## config.mk

```make
export PLATFORM = sky130hd
export DESIGN_NAME = determinant_pair_rdm_contributions
export DESIGN_NICKNAME = d
export VERILOG_FILES = /design/src/sv/dprc_pkg.sv /design/src/sv/dprc_sign.sv /design/src/sv/determinant_pair_rdm_contributions.sv
export SDC_FILE = /design/constraint.sdc
export NUM_CORES = 2
export LEC_CHECK = 0
export BUFFER_PORTS_ARGS = -buffer_cell sky130_fd_sc_hd__clkbuf_2
export CORE_UTILIZATION = 30
export CTS_CLUSTER_DIAMETER = 50
export CTS_CLUSTER_SIZE = 20
export DETAILED_ROUTE_END_ITERATION = 12
export PLACE_DENSITY_LB_ADDON = 0.12
export SYNTH_ARGS = -nofsm -noshare
export SYNTH_HDL_FRONTEND = slang
export SYNTH_SLANG_ARGS = --single-unit
```

## constraint.sdc

```tcl
create_clock -name clock -period 11.1 [get_ports clock]
set_input_delay 2.22 -clock clock [delete_from_list [all_inputs] [get_ports clock]]
set_output_delay 2.22 -clock clock [all_outputs]
set_load 0.1 [all_outputs]
```

## src/sv/dprc_pkg.sv

```systemverilog
// Package: shared types and constants for the determinant pair contribution block.
package dprc_pkg;

   localparam int ORB_W = 4;
   localparam int AMP_W = 32;
   localparam int PROD_W = 64;

   typedef enum logic [4:0] {
      ST_IDLE = 5'b00001,
      ST_MUL  = 5'b00010,
      ST_PLAN = 5'b00100,
      ST_SIGN = 5'b01000,
      ST_OUT  = 5'b10000
   } state_type;

   typedef enum logic [1:0] {
      KIND_QUAD = 2'd0,
      KIND_SINGLE = 2'd1,
      KIND_DIAG = 2'd2
   } kind_type;

endpackage

```

## src/sv/dprc_sign.sv

```systemverilog
// Sign unit: one orbital flip and parity update per cycle over a quadruple.
module dprc_sign #(
   parameter int ORBITALS = 12
) (
   input  logic                        clock,
   input  logic                        reset,
   input  logic                        start,
   input  logic [dprc_pkg::ORB_W-1:0]  q0,
   input  logic [dprc_pkg::ORB_W-1:0]  q1,
   input  logic [dprc_pkg::ORB_W-1:0]  q2,
   input  logic [dprc_pkg::ORB_W-1:0]  q3,
   input  logic                        load_occ,
   input  logic [ORBITALS-1:0]         load_value,
   output logic                        done,
   output logic                        odd
);

   logic [ORBITALS-1:0]        occ_ff, occ_in;
   logic [dprc_pkg::ORB_W-1:0] s_ff [4];
   logic [dprc_pkg::ORB_W-1:0] s_in [4];
   logic [2:0]                 step_ff, step_in;
   logic                       busy_ff, busy_in;
   logic                       odd_ff, odd_in;
   logic                       done_ff, done_in;
   logic [ORBITALS-1:0]        flipped, above;
   logic [dprc_pkg::ORB_W-1:0] cur;
   logic                       swap_a, swap_b;

   always_comb begin
      swap_a = !occ_ff[q2];
      swap_b = swap_a ? !occ_ff[q1] : !occ_ff[q3];
      cur = s_ff[step_ff[1:0]];
      flipped = occ_ff ^ (ORBITALS'(1) << cur);
      above = flipped >> cur;
      above = above >> 1;
      occ_in = occ_ff;
      s_in = s_ff;
      step_in = step_ff;
      busy_in = busy_ff;
      odd_in = odd_ff;
      done_in = 1'b0;
      if (load_occ) begin
         occ_in = load_value;
      end else if (start) begin
         if (swap_a ^ swap_b) begin
            s_in[0] = q2; s_in[1] = q3; s_in[2] = q0; s_in[3] = q1;
         end else begin
            s_in[0] = q0; s_in[1] = q1; s_in[2] = q2; s_in[3] = q3;
         end
         step_in = 3'd3;
         busy_in = 1'b1;
         odd_in = 1'b0;
      end else if (busy_ff) begin
         occ_in = flipped;
         odd_in = odd_ff ^ (^above);
         if (step_ff == 3'd0) begin
            busy_in = 1'b0;
            done_in = 1'b1;
         end
         step_in = step_ff - 3'd1;
      end
   end

   always_ff @(posedge clock) begin
      if (reset) begin
         occ_ff <= '0;
         busy_ff <= 1'b0;
         done_ff <= 1'b0;
         step_ff <= '0;
      end else begin
         occ_ff <= occ_in;
         busy_ff <= busy_in;
         done_ff <= done_in;
         step_ff <= step_in;
      end
      s_ff <= s_in;
      odd_ff <= odd_in;
   end

   assign done = done_ff;
   assign odd = odd_ff;

endmodule

```

## src/sv/determinant_pair_rdm_contributions.sv

```systemverilog
// Top level: determinant pair two-particle density matrix contribution generator.
//  channel | ports                                               | direction
//  req     | req_valid req_ready, bra/ket mask, bra/ket amplitude | in
//  rsp     | rsp_valid rsp_ready, orb_i..l, contribution, flags   | out
// A pair is accepted in IDLE and classified and multiplied in MUL; an
// invalid pair presents its word straight from MUL, flagged last.
// Each quadruple passes through plan, the shared sign unit (start, four
// single-orbital flips, done), and the load of the output register.
// A degree-0 pair spends an extra plan step each time the first orbital
// moves, so 11 particles give 55 quadruples.
// Reset is synchronous and clears control state; a word waiting on rsp_ready
// stalls the sequencer, and req_ready is high only when idle with no word held.
module determinant_pair_rdm_contributions #(
   parameter int ORBITALS = 12,
   parameter int MAX_PARTICLES = 11
) (
   input  logic        clock,
   input  logic        reset,
   input  logic        req_valid,
   output logic        req_ready,
   input  logic [11:0] req_bra_mask,
   input  logic [11:0] req_ket_mask,
   input  logic signed [31:0] req_bra_amplitude,
   input  logic signed [31:0] req_ket_amplitude,
   output logic        rsp_valid,
   input  logic        rsp_ready,
   output logic [3:0]  rsp_orb_i,
   output logic [3:0]  rsp_orb_j,
   output logic [3:0]  rsp_orb_k,
   output logic [3:0]  rsp_orb_l,
   output logic signed [63:0] rsp_contribution,
   output logic        rsp_valid_res,
   output logic        rsp_last
);

   localparam int OW = dprc_pkg::ORB_W;
   localparam int CW = $clog2(ORBITALS + 1);

   function automatic logic [OW:0] next_set(input logic [ORBITALS-1:0] v,
                                            input logic [OW-1:0] z, input logic incl);
      logic [OW:0] res;
      res = '0;
      for (int n = ORBITALS - 1; n >= 0; n--) begin
         if (v[n] && (OW'(n) > z || (incl && OW'(n) == z))) res = {1'b1, OW'(n)};
      end
      return res;
   endfunction

   dprc_pkg::state_type state_ff, state_in;
   dprc_pkg::kind_type  kind_ff, kind_in;
   logic [ORBITALS-1:0] bra_ff, ket_ff, bra_in, ket_in;
   logic signed [31:0]  a_ff, b_ff, a_in, b_in;
   logic signed [63:0]  prod_ff, prod_in;
   logic [OW-1:0]       x_ff, y_ff, x_in, y_in;
   logic [OW-1:0]       p_ff, r_ff, p_in, r_in;
   logic                adv_ff, adv_in;
   logic                rv_ff, rv_in;
   logic [OW-1:0]       oi_ff, oj_ff, ok_ff, ol_ff, oi_in, oj_in, ok_in, ol_in;
   logic signed [63:0]  oc_ff, oc_in;
   logic                ovr_ff, ovr_in, olast_ff, olast_in;
   logic                final_ff, final_in;

   logic [ORBITALS-1:0] diff, common, bm, km;
   logic [CW-1:0]       nb, nk, nd;
   logic                sign_start, sign_load, sign_done, sign_odd;
   logic [OW-1:0]       r0, r1, r2, r3;
   logic [OW-1:0]       c0, c1, c2, c3, t;
   logic [OW-1:0]       nc, nx, ny, n0c, n0k;
   logic                hc, hx, hy, h0c, h0k;
   logic [OW-1:0]       f1, f2, g1, g2;
   logic [1:0]          fc, gc;
   logic                bad;

   dprc_sign #(.ORBITALS(ORBITALS)) u_sign (
      .clock(clock), .reset(reset), .start(sign_start),
      .q0(c0), .q1(c1), .q2(c2), .q3(c3),
      .load_occ(sign_load), .load_value(ket_ff),
      .done(sign_done), .odd(sign_odd)
   );

   always_comb begin
      bm = ORBITALS'(req_bra_mask);
      km = ORBITALS'(req_ket_mask);
      diff = bra_ff ^ ket_ff;
      common = bra_ff & ket_ff;
      nb = '0; nk = '0; nd = '0;
      f1 = '0; f2 = '0; g1 = '0; g2 = '0; fc = '0; gc = '0;
      for (int n = 0; n < ORBITALS; n++) begin
         nb = nb + CW'(bra_ff[n]);
         nk = nk + CW'(ket_ff[n]);
         nd = nd + CW'(diff[n]);
         if (diff[n] & bra_ff[n]) begin
            if (fc == 2'd0) f1 = OW'(n); else f2 = OW'(n);
            fc = fc + 2'd1;
         end
         if (diff[n] & ket_ff[n]) begin
            if (gc == 2'd0) g1 = OW'(n); else g2 = OW'(n);
            gc = gc + 2'd1;
         end
      end
      {hc, nc} = next_set(common, x_ff, 1'b0);
      {hx, nx} = next_set(ket_ff, x_ff, 1'b0);
      {hy, ny} = next_set(ket_ff, y_ff, 1'b0);
      {h0c, n0c} = next_set(common, '0, 1'b1);
      {h0k, n0k} = next_set(ket_ff, '0, 1'b1);
      unique case (kind_ff)
         dprc_pkg::KIND_QUAD: begin
            r0 = p_ff; r1 = x_ff; r2 = r_ff; r3 = y_ff;
         end
         dprc_pkg::KIND_SINGLE: begin
            r0 = p_ff; r1 = x_ff; r2 = x_ff; r3 = r_ff;
         end
         default: begin
            r0 = x_ff; r1 = y_ff; r2 = x_ff; r3 = y_ff;
         end
      endcase
      c0 = r0; c1 = r1; c2 = r2; c3 = r3;
      if (c0 > c1) begin t = c0; c0 = c1; c1 = t; end
      if (c2 > c3) begin t = c2; c2 = c3; c3 = t; end
      if (c0 > c2 || (c0 == c2 && c1 > c3)) begin
         t = c0; c0 = c2; c2 = t;
         t = c1; c1 = c3; c3 = t;
      end
      bad = a_ff == '0 || b_ff == '0 || nb != nk || nk > CW'(MAX_PARTICLES)
            || nd > CW'(4) || (nd == CW'(2) && !h0c) || (nd == CW'(0) && nk < CW'(2))
            || (nd == CW'(0) && !h0k);
   end

   always_comb begin
      state_in = state_ff; kind_in = kind_ff;
      bra_in = bra_ff; ket_in = ket_ff; a_in = a_ff; b_in = b_ff; prod_in = prod_ff;
      x_in = x_ff; y_in = y_ff; p_in = p_ff; r_in = r_ff; adv_in = adv_ff;
      rv_in = rv_ff && !rsp_ready;
      oi_in = oi_ff; oj_in = oj_ff; ok_in = ok_ff; ol_in = ol_ff;
      oc_in = oc_ff; ovr_in = ovr_ff; olast_in = olast_ff;
      final_in = final_ff;
      sign_start = 1'b0; sign_load = 1'b0;
      req_ready = (state_ff == dprc_pkg::ST_IDLE) && !rv_ff;
      unique case (state_ff)
         dprc_pkg::ST_IDLE: begin
            if (req_valid && req_ready) begin
               bra_in = bm; ket_in = km;
               a_in = req_bra_amplitude; b_in = req_ket_amplitude;
               state_in = dprc_pkg::ST_MUL;
            end
         end
         dprc_pkg::ST_MUL: begin
            prod_in = a_ff * b_ff;
            sign_load = 1'b1;
            if (bad) begin
               state_in = dprc_pkg::ST_IDLE;
               oi_in = '0; oj_in = '0; ok_in = '0; ol_in = '0;
               oc_in = '0; ovr_in = 1'b0; olast_in = 1'b1;
               rv_in = 1'b1;
            end else begin
               state_in = dprc_pkg::ST_PLAN;
               adv_in = 1'b0;
               if (nd == CW'(4)) begin
                  kind_in = dprc_pkg::KIND_QUAD;
                  p_in = f1; x_in = f2; r_in = g1; y_in = g2;
               end else if (nd == CW'(2)) begin
                  kind_in = dprc_pkg::KIND_SINGLE;
                  p_in = f1; r_in = g1; x_in = n0c;
               end else begin
                  kind_in = dprc_pkg::KIND_DIAG;
                  x_in = n0k; y_in = n0k; adv_in = 1'b1;
               end
            end
         end
         dprc_pkg::ST_PLAN: begin
            if (adv_ff) begin
               y_in = ny;
               adv_in = 1'b0;
            end else begin
               sign_start = 1'b1;
               state_in = dprc_pkg::ST_SIGN;
               priority if (kind_ff == dprc_pkg::KIND_SINGLE) final_in = !hc;
               else if (kind_ff == dprc_pkg::KIND_DIAG) final_in = !hy && (nx == y_ff);
               else final_in = 1'b1;
            end
         end
         dprc_pkg::ST_SIGN: begin
            if (sign_done) state_in = dprc_pkg::ST_OUT;
         end
         dprc_pkg::ST_OUT: begin
            if (!rv_ff || rsp_ready) begin
               rv_in = 1'b1;
               oi_in = c0; oj_in = c1; ok_in = c2; ol_in = c3;
               oc_in = sign_odd ? prod_ff : -prod_ff;
               ovr_in = 1'b1; olast_in = final_ff;
               if (final_ff) begin
                  state_in = dprc_pkg::ST_IDLE;
               end else begin
                  state_in = dprc_pkg::ST_PLAN;
                  if (kind_ff == dprc_pkg::KIND_SINGLE) begin
                     x_in = nc;
                  end else if (kind_ff == dprc_pkg::KIND_DIAG) begin
                     if (hy) begin
                        y_in = ny;
                     end else begin
                        x_in = nx; y_in = nx; adv_in = 1'b1;
                     end
                  end
               end
            end
         end
         default: state_in = dprc_pkg::ST_IDLE;
      endcase
   end

   always_ff @(posedge clock) begin
      if (reset) begin
         state_ff <= dprc_pkg::ST_IDLE;
         rv_ff <= 1'b0;
         final_ff <= 1'b0;
         adv_ff <= 1'b0;
      end else begin
         state_ff <= state_in;
         rv_ff <= rv_in;
         final_ff <= final_in;
         adv_ff <= adv_in;
      end
      kind_ff <= kind_in;
      bra_ff <= bra_in; ket_ff <= ket_in; prod_ff <= prod_in;
      a_ff <= a_in; b_ff <= b_in;
      x_ff <= x_in; y_ff <= y_in; p_ff <= p_in; r_ff <= r_in;
      oi_ff <= oi_in; oj_ff <= oj_in; ok_ff <= ok_in; ol_ff <= ol_in;
      oc_ff <= oc_in; ovr_ff <= ovr_in; olast_ff <= olast_in;
   end

   assign rsp_valid = rv_ff;
   assign rsp_orb_i = oi_ff;
   assign rsp_orb_j = oj_ff;
   assign rsp_orb_k = ok_ff;
   assign rsp_orb_l = ol_ff;
   assign rsp_contribution = oc_ff;
   assign rsp_valid_res = ovr_ff;
   assign rsp_last = olast_ff;

endmodule
```

==> results.py <==
metrics = {
    "synthesis": {
        "netlist.area_leader.share_pct": 41.4,
        "synth_area_leader_cell": "sky130_fd_sc_hd__fa_1",
        "postSynth.asyncResetShare_pct": 0,
        "synth_ff_type": "sky130_fd_sc_hd__edfxtp_1",
        "synthesized_area_per_cell_um2": 9.77,
        "syn_inst": 5459,
        "ys_seq_elements": 294,
        "synth_warnings": 0,
        "mapped_cell_area_um2": 53400,
        "synth_top_cells_by_count": "sky130_fd_sc_hd__inv_1, sky130_fd_sc_hd__fa_1, sky130_fd_sc_hd__nand2_1, sky130_fd_sc_hd__and2_1, sky130_fd_sc_hd__ha_1",
        "synth_nets": 6932,
        "yosys.cell_types.count": 95,
        "synthTopCellsByArea": "sky130_fd_sc_hd__fa_1, sky130_fd_sc_hd__edfxtp_1, sky130_fd_sc_hd__inv_1, sky130_fd_sc_hd__ha_1, sky130_fd_sc_hd__and2_1",
        "synth_sequential_area_ratio_pct": 16.1,
        "synth.most_common_cell": "sky130_fd_sc_hd__inv_1",
        "count_of_flip_flops_with_a_built_in_enable_after_synthesis": 269,
    },
    "detailed_routing": {
        "post-route-drc-count": 32,
        "postRouteWirelength_um": 173000,
        "detail_route.vias_per_cell": 4.72,
        "drt.antenna.violating_nets": 0,
        "routed_wire_length_per_instance_um": 21.9,
        "routed-via-count": 37400,
        "initialDrtViolationCount": 2418,
        "drt-pass1-iter-count": 10,
    },
    "cells_and_area": {
        "post-route-util_pct": 33.5,
        "final_nets": 6995,
        "multi_input_area_um2": 39600,
        "sequential_cell_area_um2": 8580,
        "area_growth_pct": 10.6,
        "final.fill_count": 18300,
        "post_route_cells_drive_above_1_share_pct": 7.80,
    },
    "sta": {
        "worst_slew_pin_slew_ps": 1250,
        "fin_skew_ps": 55.5,
        "min_period_over_period_pct": 85.3,
        "timing.slew.headroom_pct": 16.6,
        "final-setup-viol-count": 0,
        "timing_max_transition_violations_final": 0,
        "rsz0062_at_grt": "false",
        "fin_setup_tns_ps": 0,
        "timing_hold_violations_final": 0,
        "post-route-min-period_ps": 9470,
        "timing.fmax_mhz": 106,
    },
    "clock_network": {
        "cts-root-buf": "sky130_fd_sc_hd__clkbuf_16",
        "clkSinkCount": 294,
        "worst_path_clk_slew_ps": 50,
        "cts_repair_resize_count": 0,
        "cts_htree_levels": 3,
        "cts_tree": "done",
        "worst_skew_pair.late_latency_ps": 700,
        "hold_buffers": 0,
        "cts_inserted_buffers": 66,
        "post_cts.repair.setup_buffers": 0,
        "cts_max_path_buffers": 3,
    },
    "floorplan": {
        "die_height_um": 424,
        "fp-row-count": 154,
        "chipWidth_um": 424,
        "die_area_um2": 180000,
        "io_pins": 176,
        "effective_utilization_at_floorplan_pct": 30.3,
        "core_area_um2": 176000,
    },
    "setup_path": {
        "startpoint": "b_ff[7]",
        "worst_setup_path_start_kind": "flop",
        "worstSetupPathType": "reg2reg",
        "worst-endpoint-arrival_ps": 9900,
        "timing.critical_path.required_ps": 11530,
        "critical_path_peak_fanout": 21,
        "startpoint_of_the_worst_slack_reg_to_reg_timing_path": "b_ff[7]",
        "end_kind": "flop",
    },
    "global_route": {
        "gr-usage-met3_pct": 2.65,
        "largest_net_degree_at_the_start_of_global_routing": 92,
        "via_count_of_the_first_global_routing_pass": 40600,
        "global_route.usage.met2_pct": 30.7,
        "antenna_found_initial": 7,
        "grt.total_usage_pct": 19.6,
        "gr_peak_layer": "met2",
        "global_route.usage.met1_pct": 28.6,
        "grt_pass1_wl_um": 263000,
        "grt_remaining_overflow": 0,
    },
    "place": {
        "numPortBuffers": 175,
        "globalplace.congestion": 0.838,
        "dp_hpwl_um": 136000,
    },
    "hold_path": {
        "min-delay-start": "u_sign.busy_ff",
        "holdCritPathClass": "reg2reg",
    },
    "run": {
        "drv.max_cap_violation_count": 0,
    },
    "status": {
        "failing_checks": "design-rule violations",
        "status": "finished, violations left",
    },
}
per-layer routing:
metal | routed length (µm) | vias to the layer above
met5 | 0 | -
met4 | 3300 | 0
met3 | 8310 | 145
met2 | 77900 | 877
met1 | 83400 | 19500
li1 | - | 16900
cell usage in the layout (no fill, tap or decap), types with 8 or more instances in the layout:
master / n
sky130_fd_sc_hd__a22oi_1: 23
sky130_fd_sc_hd__nand4_1: 14
sky130_fd_sc_hd__nor4_1: 25
sky130_fd_sc_hd__nor3_1: 37
sky130_fd_sc_hd__and3_1: 12
sky130_fd_sc_hd__o21a_1: 13
sky130_fd_sc_hd__ha_1: 278
sky130_fd_sc_hd__fa_1: 1103
sky130_fd_sc_hd__clkbuf_2: 175
sky130_fd_sc_hd__a21o_1: 44
sky130_fd_sc_hd__xnor2_1: 128
sky130_fd_sc_hd__o21bai_1: 11
sky130_fd_sc_hd__inv_1: 1104
sky130_fd_sc_hd__inv_6: 17
sky130_fd_sc_hd__nand2_1: 607
sky130_fd_sc_hd__xor2_1: 36
sky130_fd_sc_hd__a21oi_1: 198
sky130_fd_sc_hd__or3_1: 24
sky130_fd_sc_hd__a211oi_1: 26
sky130_fd_sc_hd__o22ai_1: 16
sky130_fd_sc_hd__dfxtp_1: 25
sky130_fd_sc_hd__clkinv_2: 9
sky130_fd_sc_hd__or2_2: 10
sky130_fd_sc_hd__o21ai_0: 87
sky130_fd_sc_hd__buf_4: 83
sky130_fd_sc_hd__nor2b_1: 21
sky130_fd_sc_hd__nor2_1: 240
sky130_fd_sc_hd__o31ai_1: 8
sky130_fd_sc_hd__mux2i_1: 50
sky130_fd_sc_hd__clkbuf_16: 68
sky130_fd_sc_hd__and2_1: 526
sky130_fd_sc_hd__edfxtp_1: 269
sky130_fd_sc_hd__nand2b_1: 39
sky130_fd_sc_hd__a31oi_1: 22
sky130_fd_sc_hd__nand3_1: 29
sky130_fd_sc_hd__mux2_2: 13
sky130_fd_sc_hd__o211ai_1: 19
state kept, by name, indices dropped and copies added, names as in the netlist, 2 cells and up:
| signal | cells |
|---|---|
| a_ff | 32 |
| b_ff | 32 |
| bra_ff | 12 |
| ket_ff | 12 |
| kind_ff | 2 |
| p_ff | 4 |
| prod_ff | 64 |
| r_ff | 4 |
| rsp_contribution | 64 |
| rsp_orb_i | 4 |
| rsp_orb_j | 4 |
| rsp_orb_k | 4 |
| rsp_orb_l | 4 |
| state_ff | 5 |
| u_sign.occ_ff | 12 |
| u_sign.s_ff | 16 |
| u_sign.step_ff | 3 |
| x_ff | 4 |
| y_ff | 4 |
cell type report:
| class | instances | share of cell area [%] |
|---|---|---|
| Antenna cell | 2 | 0.00848 |
| Clock buffer | 73 | 2.92 |
| Clock inverter | 47 | 0.821 |
| Inverter | 1107 | 7.04 |
| Multi-Input combinational cell | 3794 | 67.1 |
| Sequential cell | 294 | 14.5 |
| Tap cell | 2340 | 4.96 |
| Timing Repair Buffer | 259 | 2.57 |
stage by stage:
stage | setup slack [ps] | hold WS [ps] | instances | cell area (µm²)
6_report | 1630 | 514 | 7916 | 59000
5_1_grt | 1110 | 530 | 7914 | 59000
4_1_cts | 1460 | 512 | 7914 | 59000
3_5_place_dp | 1490 | 500 | 7794 | 56800
3_3_place_gp | 1470 | 482 | 7794 | 56800
2_1_floorplan | 2310 | 454 | 5459 | 53400
final timing paths:
kind | endpoint | slack (ps) | cells after the start
setup / recovery | prod_ff[57] | 1630 | 23
hold / removal | u_sign.busy_ff | 510 | 2
setup reg to reg | prod_ff[57] | 1630 | 23
hold reg to reg | u_sign.busy_ff | 510 | 2
logic make-up after synthesis:
family | after synthesis | share of synthesized area (%)
fa+ha+maj | 1381 | 47.9
buf+inv | 1371 | 9.70
simple gates | 1615 | 15.0
xor+xnor | 172 | 3.04
flops | 294 | 16.1
mux | 74 | 1.63
compound gates | 552 | 6.69
worst max-delay path, cell delays in order, from the launching register on:
cell and delay [ps]:
sky130_fd_sc_hd__edfxtp_1 1170, sky130_fd_sc_hd__and2_1 280, sky130_fd_sc_hd__fa_1 420, sky130_fd_sc_hd__inv_1 240
sky130_fd_sc_hd__fa_1 460, sky130_fd_sc_hd__inv_1 200, sky130_fd_sc_hd__fa_1 500, sky130_fd_sc_hd__fa_1 850
sky130_fd_sc_hd__inv_1 390, sky130_fd_sc_hd__fa_1 600, sky130_fd_sc_hd__inv_1 60, sky130_fd_sc_hd__fa_1 530
sky130_fd_sc_hd__inv_1 60, sky130_fd_sc_hd__fa_1 470, sky130_fd_sc_hd__inv_1 60, sky130_fd_sc_hd__fa_1 460
sky130_fd_sc_hd__ha_1 360, sky130_fd_sc_hd__a21oi_1 350, sky130_fd_sc_hd__nand3_1 190, sky130_fd_sc_hd__a311oi_1 690
sky130_fd_sc_hd__o31ai_1 290, sky130_fd_sc_hd__a221oi_1 290, sky130_fd_sc_hd__o21ai_0 130, sky130_fd_sc_hd__xor2_1 150
Power is left out: the tool's default activity adds up to more than one toggle a clock period on the data nets, which glitch-free logic cannot reach.
